==> src/rtl/core/even_count_median_filter_macros.svh <==
// assertion macros for the even count median filter
`ifndef EVEN_COUNT_MEDIAN_FILTER_MACROS_SVH
`define EVEN_COUNT_MEDIAN_FILTER_MACROS_SVH

`ifndef NO_ASSERTIONS
// same-cycle implication, checked out of reset
`define ECMF_ASSERT_NOW(lbl, clk, rst_n, ante, cons) \
    lbl: assert property (@(posedge clk) disable iff (!(rst_n)) (ante) |-> (cons)) \
        else $error("ecmf assertion failed");
// next-cycle implication, checked out of reset
`define ECMF_ASSERT_NEXT(lbl, clk, rst_n, ante, cons) \
    lbl: assert property (@(posedge clk) disable iff (!(rst_n)) (ante) |=> (cons)) \
        else $error("ecmf assertion failed");
`else
`define ECMF_ASSERT_NOW(lbl, clk, rst_n, ante, cons)
`define ECMF_ASSERT_NEXT(lbl, clk, rst_n, ante, cons)
`endif

`endif

==> src/rtl/core/ecmf_pkg.sv <==
// shared constants and types for the even count median filter
`default_nettype none

package ecmf_pkg;

    localparam int SAMPLE_W        = 24;
    localparam int STATUS_W        = 2;
    localparam int CFG_W           = 8;
    localparam int MAX_SAMPLES_DEF = 16;

    localparam logic [CFG_W-1:0] CFG_RESET = 8'd16;

    // result status codes
    typedef enum logic [STATUS_W-1:0] {
        ST_OK        = 2'd0,
        ST_BAD_COUNT = 2'd1,
        ST_TIMEOUT   = 2'd2
    } t_status;

endpackage

`default_nettype wire

==> src/rtl/core/ecmf_if.sv <==
// valid/ready channel interfaces for sample and result beats
`default_nettype none

interface ecmf_smp_if;
    logic                                  valid;
    logic                                  ready;
    logic signed [ecmf_pkg::SAMPLE_W-1:0]  sample;
    logic                                  timed_out;

    modport source (output valid, output sample, output timed_out, input ready);
    modport sink   (input valid, input sample, input timed_out, output ready);
endinterface

interface ecmf_res_if;
    logic                                  valid;
    logic                                  ready;
    logic signed [ecmf_pkg::SAMPLE_W-1:0]  median;
    logic        [ecmf_pkg::STATUS_W-1:0]  status;

    modport source (output valid, output median, output status, input ready);
    modport sink   (input valid, input median, input status, output ready);
endinterface

`default_nettype wire

==> src/rtl/core/even_count_median_filter.sv <==
// per stored sample: accept in idle, scan down the store shifting larger entries up one place,
//   write the sample (in scan or place), check the count; at batch end read both middles, emit
// error beats (bad count, timeout) go via emit to the output register, which waits for ready
// scan speed is set by the one read port of the sorted store ram: one entry per cycle; samples are taken only in idle
// sync active-low reset clears control, batch count and sets the batch size r_cfg to 16
// sorted store contents are not cleared; only written entries are ever read
`default_nettype none

`include "even_count_median_filter_macros.svh"

module even_count_median_filter #(
    parameter int MAX_SAMPLES = ecmf_pkg::MAX_SAMPLES_DEF
) (
    input  wire logic                        i_clk,
    input  wire logic                        i_rst_n,
    input  wire logic                        i_cfg_we,
    input  wire logic [ecmf_pkg::CFG_W-1:0]  i_cfg_wdata,
    ecmf_smp_if.sink                         i_smp,
    ecmf_res_if.source                       o_res
);

    import ecmf_pkg::*;

    localparam int AW = $clog2(MAX_SAMPLES);
    localparam int CW = $clog2(MAX_SAMPLES + 1);

    typedef enum logic [6:0] {
        S_IDLE  = 7'b0000001,
        S_SCAN  = 7'b0000010,
        S_PLACE = 7'b0000100,
        S_CHECK = 7'b0001000,
        S_LO    = 7'b0010000,
        S_HI    = 7'b0100000,
        S_EMIT  = 7'b1000000
    } t_state;

    t_state                      r_state, n_state;
    logic [CFG_W-1:0]            r_cfg;
    logic [CW-1:0]               r_taken, n_taken;
    logic [AW-1:0]               r_pos, n_pos;
    logic signed [SAMPLE_W-1:0]  r_s, n_s;
    logic [SAMPLE_W-1:0]         r_lo, n_lo;
    logic signed [SAMPLE_W-1:0]  r_res_med, n_res_med;
    t_status                     r_res_st, n_res_st;
    logic                        r_out_valid, n_out_valid;
    logic signed [SAMPLE_W-1:0]  r_out_med, n_out_med;
    t_status                     r_out_st, n_out_st;

    logic                        ram_we;
    logic [AW-1:0]               ram_waddr;
    logic [SAMPLE_W-1:0]         ram_wdata;
    logic                        ram_re;
    logic [AW-1:0]               ram_raddr;
    logic [SAMPLE_W-1:0]         ram_rdata;

    logic                        smp_acc;
    logic                        out_take;
    logic                        cnt_ok;
    logic                        taken_full;
    logic [CFG_W-1:0]            half;
    logic [8:0]                  taken9;
    logic signed [SAMPLE_W:0]    mid_sum;
    logic signed [SAMPLE_W:0]    mid_adj;

    // sorted sample store
    ecmf_ram #(
        .WIDTH (SAMPLE_W),
        .DEPTH (MAX_SAMPLES)
    ) u_store (
        .i_clk   (i_clk),
        .i_we    (ram_we),
        .i_waddr (ram_waddr),
        .i_wdata (ram_wdata),
        .i_re    (ram_re),
        .i_raddr (ram_raddr),
        .o_rdata (ram_rdata)
    );

    // handshake
    assign smp_acc     = i_smp.valid && (r_state == S_IDLE);
    assign out_take    = r_out_valid && o_res.ready;
    assign i_smp.ready = (r_state == S_IDLE);
    assign o_res.valid  = r_out_valid;
    assign o_res.median = r_out_med;
    assign o_res.status = r_out_st;

    // batch size checks
    assign cnt_ok     = (r_cfg >= 8'd2) && !r_cfg[0] && ({1'b0, r_cfg} <= 9'(MAX_SAMPLES));
    assign taken_full = (r_taken >= CW'(MAX_SAMPLES));
    assign half       = {1'b0, r_cfg[CFG_W-1:1]};
    assign taken9     = 9'(r_taken);

    // mean of the two middle entries, rounded toward zero
    assign mid_sum = $signed({r_lo[SAMPLE_W-1], r_lo})
                   + $signed({ram_rdata[SAMPLE_W-1], ram_rdata});
    assign mid_adj = mid_sum + $signed({{SAMPLE_W{1'b0}}, mid_sum[SAMPLE_W]});

    // insertion sequencer
    always_comb begin
        n_state     = r_state;
        n_taken     = r_taken;
        n_pos       = r_pos;
        n_s         = r_s;
        n_lo        = r_lo;
        n_res_med   = r_res_med;
        n_res_st    = r_res_st;
        n_out_valid = r_out_valid && !out_take;
        n_out_med   = r_out_med;
        n_out_st    = r_out_st;
        ram_we      = 1'b0;
        ram_waddr   = r_pos;
        ram_wdata   = r_s;
        ram_re      = 1'b0;
        ram_raddr   = '0;

        unique case (r_state)
            S_IDLE: begin
                if (smp_acc) begin
                    priority if (!cnt_ok) begin
                        n_taken   = '0;
                        n_res_med = '0;
                        n_res_st  = ST_BAD_COUNT;
                        n_state   = S_EMIT;
                    end else if (i_smp.timed_out) begin
                        n_taken   = '0;
                        n_res_med = '0;
                        n_res_st  = ST_TIMEOUT;
                        n_state   = S_EMIT;
                    end else if (taken_full) begin
                        n_state = S_CHECK;
                    end else begin
                        n_s   = i_smp.sample;
                        n_pos = AW'(r_taken);
                        if (r_taken == '0) begin
                            n_state = S_PLACE;
                        end else begin
                            ram_re    = 1'b1;
                            ram_raddr = AW'(r_taken - 1'b1);
                            n_state   = S_SCAN;
                        end
                    end
                end
            end
            S_SCAN: begin
                ram_we    = 1'b1;
                ram_waddr = r_pos;
                if ($signed(ram_rdata) > r_s) begin
                    // shift the larger entry up one place
                    ram_wdata = ram_rdata;
                    n_pos     = r_pos - 1'b1;
                    if (r_pos == AW'(1)) begin
                        n_state = S_PLACE;
                    end else begin
                        ram_re    = 1'b1;
                        ram_raddr = r_pos - AW'(2);
                    end
                end else begin
                    ram_wdata = r_s;
                    n_taken   = r_taken + 1'b1;
                    n_state   = S_CHECK;
                end
            end
            S_PLACE: begin
                ram_we    = 1'b1;
                ram_waddr = r_pos;
                ram_wdata = r_s;
                n_taken   = r_taken + 1'b1;
                n_state   = S_CHECK;
            end
            S_CHECK: begin
                if (taken9 >= {1'b0, r_cfg}) begin
                    ram_re    = 1'b1;
                    ram_raddr = AW'(half - 8'd1);
                    n_state   = S_LO;
                end else begin
                    n_state = S_IDLE;
                end
            end
            S_LO: begin
                n_lo      = ram_rdata;
                ram_re    = 1'b1;
                ram_raddr = AW'(half);
                n_state   = S_HI;
            end
            S_HI: begin
                n_res_med = mid_adj[SAMPLE_W:1];
                n_res_st  = ST_OK;
                n_taken   = '0;
                n_state   = S_EMIT;
            end
            S_EMIT: begin
                if (!r_out_valid || o_res.ready) begin
                    n_out_valid = 1'b1;
                    n_out_med   = r_res_med;
                    n_out_st    = r_res_st;
                    n_state     = S_IDLE;
                end
            end
            default: begin
                n_state = S_IDLE;
            end
        endcase
    end

    // control registers
    always_ff @(posedge i_clk) begin
        if (!i_rst_n) begin
            r_state     <= S_IDLE;
            r_taken     <= '0;
            r_out_valid <= 1'b0;
            r_cfg       <= CFG_RESET;
        end else begin
            r_state     <= n_state;
            r_taken     <= n_taken;
            r_out_valid <= n_out_valid;
            if (i_cfg_we) begin
                r_cfg <= i_cfg_wdata;
            end
        end
    end

    // payload registers
    always_ff @(posedge i_clk) begin
        r_pos     <= n_pos;
        r_s       <= n_s;
        r_lo      <= n_lo;
        r_res_med <= n_res_med;
        r_res_st  <= n_res_st;
        r_out_med <= n_out_med;
        r_out_st  <= n_out_st;
    end

    // checks
    `ECMF_ASSERT_NOW(a_no_rw_clash, i_clk, i_rst_n, ram_we && ram_re, ram_waddr != ram_raddr)
    `ECMF_ASSERT_NOW(a_scan_pos, i_clk, i_rst_n, r_state == S_SCAN, r_pos != '0)
    `ECMF_ASSERT_NOW(a_batch_bound, i_clk, i_rst_n, r_state == S_IDLE,
        r_taken < CW'(MAX_SAMPLES))
    `ECMF_ASSERT_NEXT(a_emit_loads, i_clk, i_rst_n, (r_state == S_EMIT) && !r_out_valid,
        r_out_valid && (r_state == S_IDLE))

endmodule

`default_nettype wire

==> src/rtl/core/ecmf_ram.sv <==
// generic single-clock ram, one write port, one registered read port
`default_nettype none

module ecmf_ram #(
    parameter int WIDTH = 24,
    parameter int DEPTH = 16
) (
    input  wire logic                       i_clk,
    input  wire logic                       i_we,
    input  wire logic [$clog2(DEPTH)-1:0]   i_waddr,
    input  wire logic [WIDTH-1:0]           i_wdata,
    input  wire logic                       i_re,
    input  wire logic [$clog2(DEPTH)-1:0]   i_raddr,
    output logic      [WIDTH-1:0]           o_rdata
);

    logic [WIDTH-1:0] r_mem [DEPTH];

    // write port
    always_ff @(posedge i_clk) begin
        if (i_we) begin
            r_mem[i_waddr] <= i_wdata;
        end
    end

    // registered read port
    always_ff @(posedge i_clk) begin
        if (i_re) begin
            o_rdata <= r_mem[i_raddr];
        end
    end

endmodule

`default_nettype wire
==> src/flat_wrapper.sv <==
// flat-port wrapper written by rule: the top's interface ports become plain ports
module even_count_median_filter_flat import ecmf_pkg::*;
#(
    parameter int MAX_SAMPLES = ecmf_pkg::MAX_SAMPLES_DEF
)
  (i_clk, i_rst_n, i_cfg_we, i_cfg_wdata, i_smp_valid, i_smp_sample, i_smp_timed_out, i_smp_ready, o_res_valid, o_res_median, o_res_status, o_res_ready);
  ecmf_smp_if i_smp_i ();
  ecmf_res_if o_res_i ();
  input  wire logic i_clk;
  input  wire logic i_rst_n;
  input  wire logic i_cfg_we;
  input  wire logic [ecmf_pkg::CFG_W-1:0] i_cfg_wdata;
  input wire logic [$bits(i_smp_i.valid)-1:0] i_smp_valid;
  input wire logic [$bits(i_smp_i.sample)-1:0] i_smp_sample;
  input wire logic [$bits(i_smp_i.timed_out)-1:0] i_smp_timed_out;
  output wire logic [$bits(i_smp_i.ready)-1:0] i_smp_ready;
  output wire logic [$bits(o_res_i.valid)-1:0] o_res_valid;
  output wire logic [$bits(o_res_i.median)-1:0] o_res_median;
  output wire logic [$bits(o_res_i.status)-1:0] o_res_status;
  input wire logic [$bits(o_res_i.ready)-1:0] o_res_ready;
  assign i_smp_i.valid = i_smp_valid;
  assign i_smp_i.sample = i_smp_sample;
  assign i_smp_i.timed_out = i_smp_timed_out;
  assign i_smp_ready = i_smp_i.ready;
  assign o_res_valid = o_res_i.valid;
  assign o_res_median = o_res_i.median;
  assign o_res_status = o_res_i.status;
  assign o_res_i.ready = o_res_ready;
  even_count_median_filter #(.MAX_SAMPLES(MAX_SAMPLES)) u_core (.i_clk(i_clk), .i_rst_n(i_rst_n), .i_cfg_we(i_cfg_we), .i_cfg_wdata(i_cfg_wdata), .i_smp(i_smp_i), .o_res(o_res_i));
endmodule
==> config.mk <==
export PLATFORM = sky130hd
export DESIGN_NAME = even_count_median_filter_flat
export DESIGN_NICKNAME = d
export VERILOG_FILES = /design/src/rtl/core/ecmf_pkg.sv /design/src/rtl/core/ecmf_if.sv /design/src/rtl/core/even_count_median_filter.sv /design/src/rtl/core/ecmf_ram.sv /design/src/flat_wrapper.sv
export VERILOG_INCLUDE_DIRS = /design/src /design/src/rtl/core
export SDC_FILE = /design/constraint.sdc
export NUM_CORES = 1
export LEC_CHECK = 0
export BUFFER_PORTS_ARGS = -buffer_cell sky130_fd_sc_hd__buf_2
export CAP_MARGIN = 20
export CORE_MARGIN = 10
export CORE_UTILIZATION = 33
export DETAILED_ROUTE_END_ITERATION = 16
export GPL_ROUTABILITY_DRIVEN = 0
export PLACE_DENSITY_LB_ADDON = 0.08
export SKIP_LAST_GASP = 1
export SLEW_MARGIN = 20
export SYNTH_ARGS = -nofsm -noshare
export SYNTH_HDL_FRONTEND = slang
export SYNTH_SLANG_ARGS = --single-unit
==> constraint.sdc <==
create_clock -name i_clk -period 8.4 [get_ports i_clk]
set_input_delay 0.84 -clock i_clk [delete_from_list [all_inputs] [get_ports i_clk]]
set_output_delay 0.84 -clock i_clk [all_outputs]
set_load 0.01 [all_outputs]
==> PnR_summary.wiki <==
{| class="wikitable"
! Metric !! Value
|-
| Final Cycle Share || 0.701
|-
| Antenna violations before repair || 0
|-
| DRC violations left || 0
|-
| Level count of the clock H-tree || 2
|-
| Buffers inserted by post-CTS timing repair || 0
|-
| MaxCap Viol Count || 0
|-
| Synth-to-layout area growth || 15.7%
|-
| HPWL after DPL || ~40000 um
|-
| GR met2 Demand/Resource || 0.271
|-
| Global Route Usage Sum || 0.160
|-
| Outcome || complete, no violations
|-
| Clock tree buffer depth || 3
|-
| Maximum number of pins on one net before global-route repair || ~120
|-
| Core area || between 0.06 and 0.07 mm^2
|-
| Post-DRT Antenna Nets || 0
|-
| Count of buffers inserted at the top-level ports || 65
|-
| IO Count || 66
|-
| Number of distinct library cell variants in the gate-level netlist after synthesis || 69
|-
| Proportion of layout cells with a drive suffix above 1 || 0.151
|-
| Static Leak || 8.73 nW
|-
| WL/cell || between 20 and 25 um
|-
| Synth Flop Type || edfxtp_1
|-
| Synthesized net count || between 1500 and 2000
|-
| Die height || ~280 um
|-
| Overflow left after global routing || 0
|-
| Multi-input logic area || roughly 0.0070 mm^2
|-
| Vias per cell || around 5.2
|-
| Total Routed Length || 66100 um
|-
| Number of cells upsized or downsized after cts || 0
|-
| Area of the die || about 0.081 mm^2
|-
| Number of flops mapped to enable cells by yosys || a little over 500
|-
| Met1 Usage GRT || 0.212
|-
| FP Rows || between 90 and 100
|-
| TritonCTS sink count || 533
|-
| Synthesized area divided by synthesized cell count || 14.5 um^2
|-
| Nets || between 1500 and 2000
|-
| Busiest layer in global routing || met2
|-
| Die boundary width || 285 um
|-
| Skew-Pair Late Insertion Delay || 630 ps
|-
| Maximum operating frequency || between 150 and 200 MHz
|-
| Worst Path Max Fanout || roughly 120
|-
| Worst Path Required || between 8000 and 9000 ps
|-
| Mapped Area || 0.0231 mm^2
|-
| Setup repair after global routing missed its margin || no
|-
| Cell taking the most area after synthesis || edfxtp_1
|-
| Total iterations of the first detailed-routing run || 5
|-
| Number of warnings reported in the yosys synthesis log || 0
|-
| Hold Vio Cnt, Final || 0
|-
| Initial detailed-routing violation count || approximately 940
|-
| Clock skew || 25.4 ps
|-
| Post-route cell area || between 0.02 and 0.03 mm^2
|-
| Hold Crit Class || primary input to flop
|-
| Total number of vias || between 10000 and 15000
|-
| Clock slew at the register clock pins of the worst setup and hold paths || roughly 60 ps
|-
| Max-slew violation count || 0
|-
| Actual slew at the worst max-slew pin || 1060 ps
|-
| PnR worst setup slack || 2510 ps
|-
| Post-route minimum period || slightly below 6000 ps
|-
| Number of global-route vias before repair || between 10000 and 15000
|-
| Slew Limit Headroom || 0.293
|-
| Sum Neg Setup Slack || 0 ps
|-
| Clock buffer count from CTS || 60
|-
| Worst IR drop on VDD || ~160 uV
|-
| Share of the yosys chip area belonging to registers || 0.683
|-
| Hold_buf cts || 0
|-
| Area fraction of the dominant cell type after synthesis || 0.665
|-
| Post-route total power || ~5.6 mW
|-
| Endpoints failing setup || 0
|-
| Setup crit end kind || flop
|-
| CTS tree || done
|-
| Type of origin of the critical path || flop
|-
| Layout fillers || 6430
|-
| Global-route wire length before repair || 97700 um
|-
| Number of standard cells after synthesis || roughly 1600
|-
| Starting Density || 0.335
|-
| Seq. cell area || 0.0158 mm^2
|-
| Worst-case setup slack after placement || roughly 2500 ps
|-
| Power density of the placed cells || between 200 and 250 mW/mm^2
|-
| Flip-flop and latch count after synthesis || approximately 530
|-
| Setup CP Type || flop to flop
|-
| Async set-or-reset flop fraction in the synthesized netlist || 0
|-
| Clock Root Buffer || clkbuf_16
|-
| Met3 Usage GRT || 0.0239
|-
| Cell types with the largest area share after synthesis || edfxtp_1, mux2i_1, ha_1
|-
| Standard cell area after detailed placement || 0.0249 mm^2
|-
| Critical path arrival || 6230 ps
|}
## cell usage in the layout, fill, tap and decap left out, types with 9 or more instances in the layout
cell,n
o22ai_1,71
mux2i_1,151
nor3_1,14
dfxtp_1,21
buf_2,65
nor2b_1,13
or4_1,12
ha_1,65
a21o_1,12
inv_1,46
o21ai_0,86
xor2_1,22
clkbuf_1,13
nand2b_1,9
nor2_1,64
clkinv_1,15
buf_4,55
edfxtp_1,512
a21oi_1,33
or3_1,13
a2111oi_0,44
nor4_2,9
nand4_1,9
mux2_2,12
clkbuf_16,61
or3b_1,10
nand3_1,64
xnor2_1,21
or2_2,10
nand2_1,59
## cell usage after synthesis (6+ instances only)
cell type / instances
edfxtp_1: 512
mux2i_1: 151
o21ai_0: 90
o22ai_1: 71
nor2_1: 69
nand3_1: 66
ha_1: 65
nand2_1: 60
clkbuf_1: 54
inv_1: 47
a2111oi_0: 44
a21oi_1: 35
xor2_1: 22
dfxtp_1: 21
xnor2_1: 21
buf_2: 17
nor3_1: 15
nor2b_1: 14
nor4_1: 14
or3_1: 13
a21o_1: 12
mux2_2: 12
or4_1: 12
or2_2: 10
or3b_1: 10
nand2b_1: 9
nand4_1: 9
and2_1: 8
a211oi_1: 7
and3_1: 7
o211ai_1: 7
a2111o_1: 6
buf_1: 6
nor3b_1: 6
## report_power, final
group          switching, mW  total, mW  internal [mW]  leakage [nW]
registers             0.0178       2.95           2.93          4.80
clock network           1.04       2.48           1.44         0.898
logic                  0.131      0.203         0.0715          3.03
## through the flow
| step | hold slack (ps) | utilization | std cells |
|---|---|---|---|
| 2_1_floorplan | 400 | - | 1592 |
| 3_3_place_gp | 401 | 0.360 | 2565 |
| 3_5_place_dp | 405 | 0.361 | 2567 |
| 4_1_cts | 356 | 0.387 | 2674 |
| 5_1_grt | 363 | 0.387 | 2674 |
| 6_report | 401 | 0.387 | 2675 |
## cell type report
| type | count | share of cell area |
|---|---|---|
| multi-input combinational | 934 | 0.261 |
| sequential | 533 | 0.590 |
| antenna | 1 | 0.0000935 |
| clock inverter | 30 | 0.00860 |
| inverter | 47 | 0.00659 |
| clock buffer | 77 | 0.0604 |
| tap | 931 | 0.0435 |
| timing repair buffer | 122 | 0.0291 |
## cells by family after synthesis
| group | Yosys count | share of synthesized area |
|---|---|---|
| compound gates | 318 | 0.0913 |
| xor+xnor | 43 | 0.0163 |
| fa+ha+maj | 66 | 0.0360 |
| buf+inv | 125 | 0.0215 |
| flops | 533 | 0.683 |
| mux | 163 | 0.0712 |
| simple gates | 344 | 0.0805 |
## state kept, by name, summed over array words and instances (netlist names), 2 cells and up
name                    count
u_core.r_taken              5
u_core.o_res.status         2
u_core.r_lo                24
u_core.r_res_med           24
u_core.u_store.o_rdata     24
u_core.r_s                 24
u_core.r_state              7
u_core.r_res_st             2
u_core.r_pos                4
u_core.r_cfg                8
u_core.u_store.r_mem      384
u_core.o_res.median        24
## worst paths after layout
kind / start / cells after the start / to / slack, ps
min reg2reg: u_core.r_res_med[23] / 0 / u_core.o_res.median[23] / 420
max reg2reg: u_core.u_store.o_rdata[10] / 12 / u_core.u_store.o_rdata[18] / 2510
min: i_smp_sample[6] / 1 / u_core.r_s[6] / 400
max: u_core.u_store.o_rdata[10] / 12 / u_core.u_store.o_rdata[18] / 2510
## layer usage
layer  wire length [um]  up-vias
li1                   -     6483
met1              29400     7071
met2              32400      326
met3               2950       86
met4               1350        0
met5                  0        -
## critical path, cell delays in order (launching register included)
cell	delay, ps
edfxtp_1	600
ha_1	380
nand2_1	60
o21ai_0	670
a211o_1	280
o221ai_1	200
a21oi_1	330
nor2_2	130
nand2_4	530
buf_12	630
mux2_2	450
a2111oi_0	690
or3b_1	460
(Power assumes the default switching activity.)
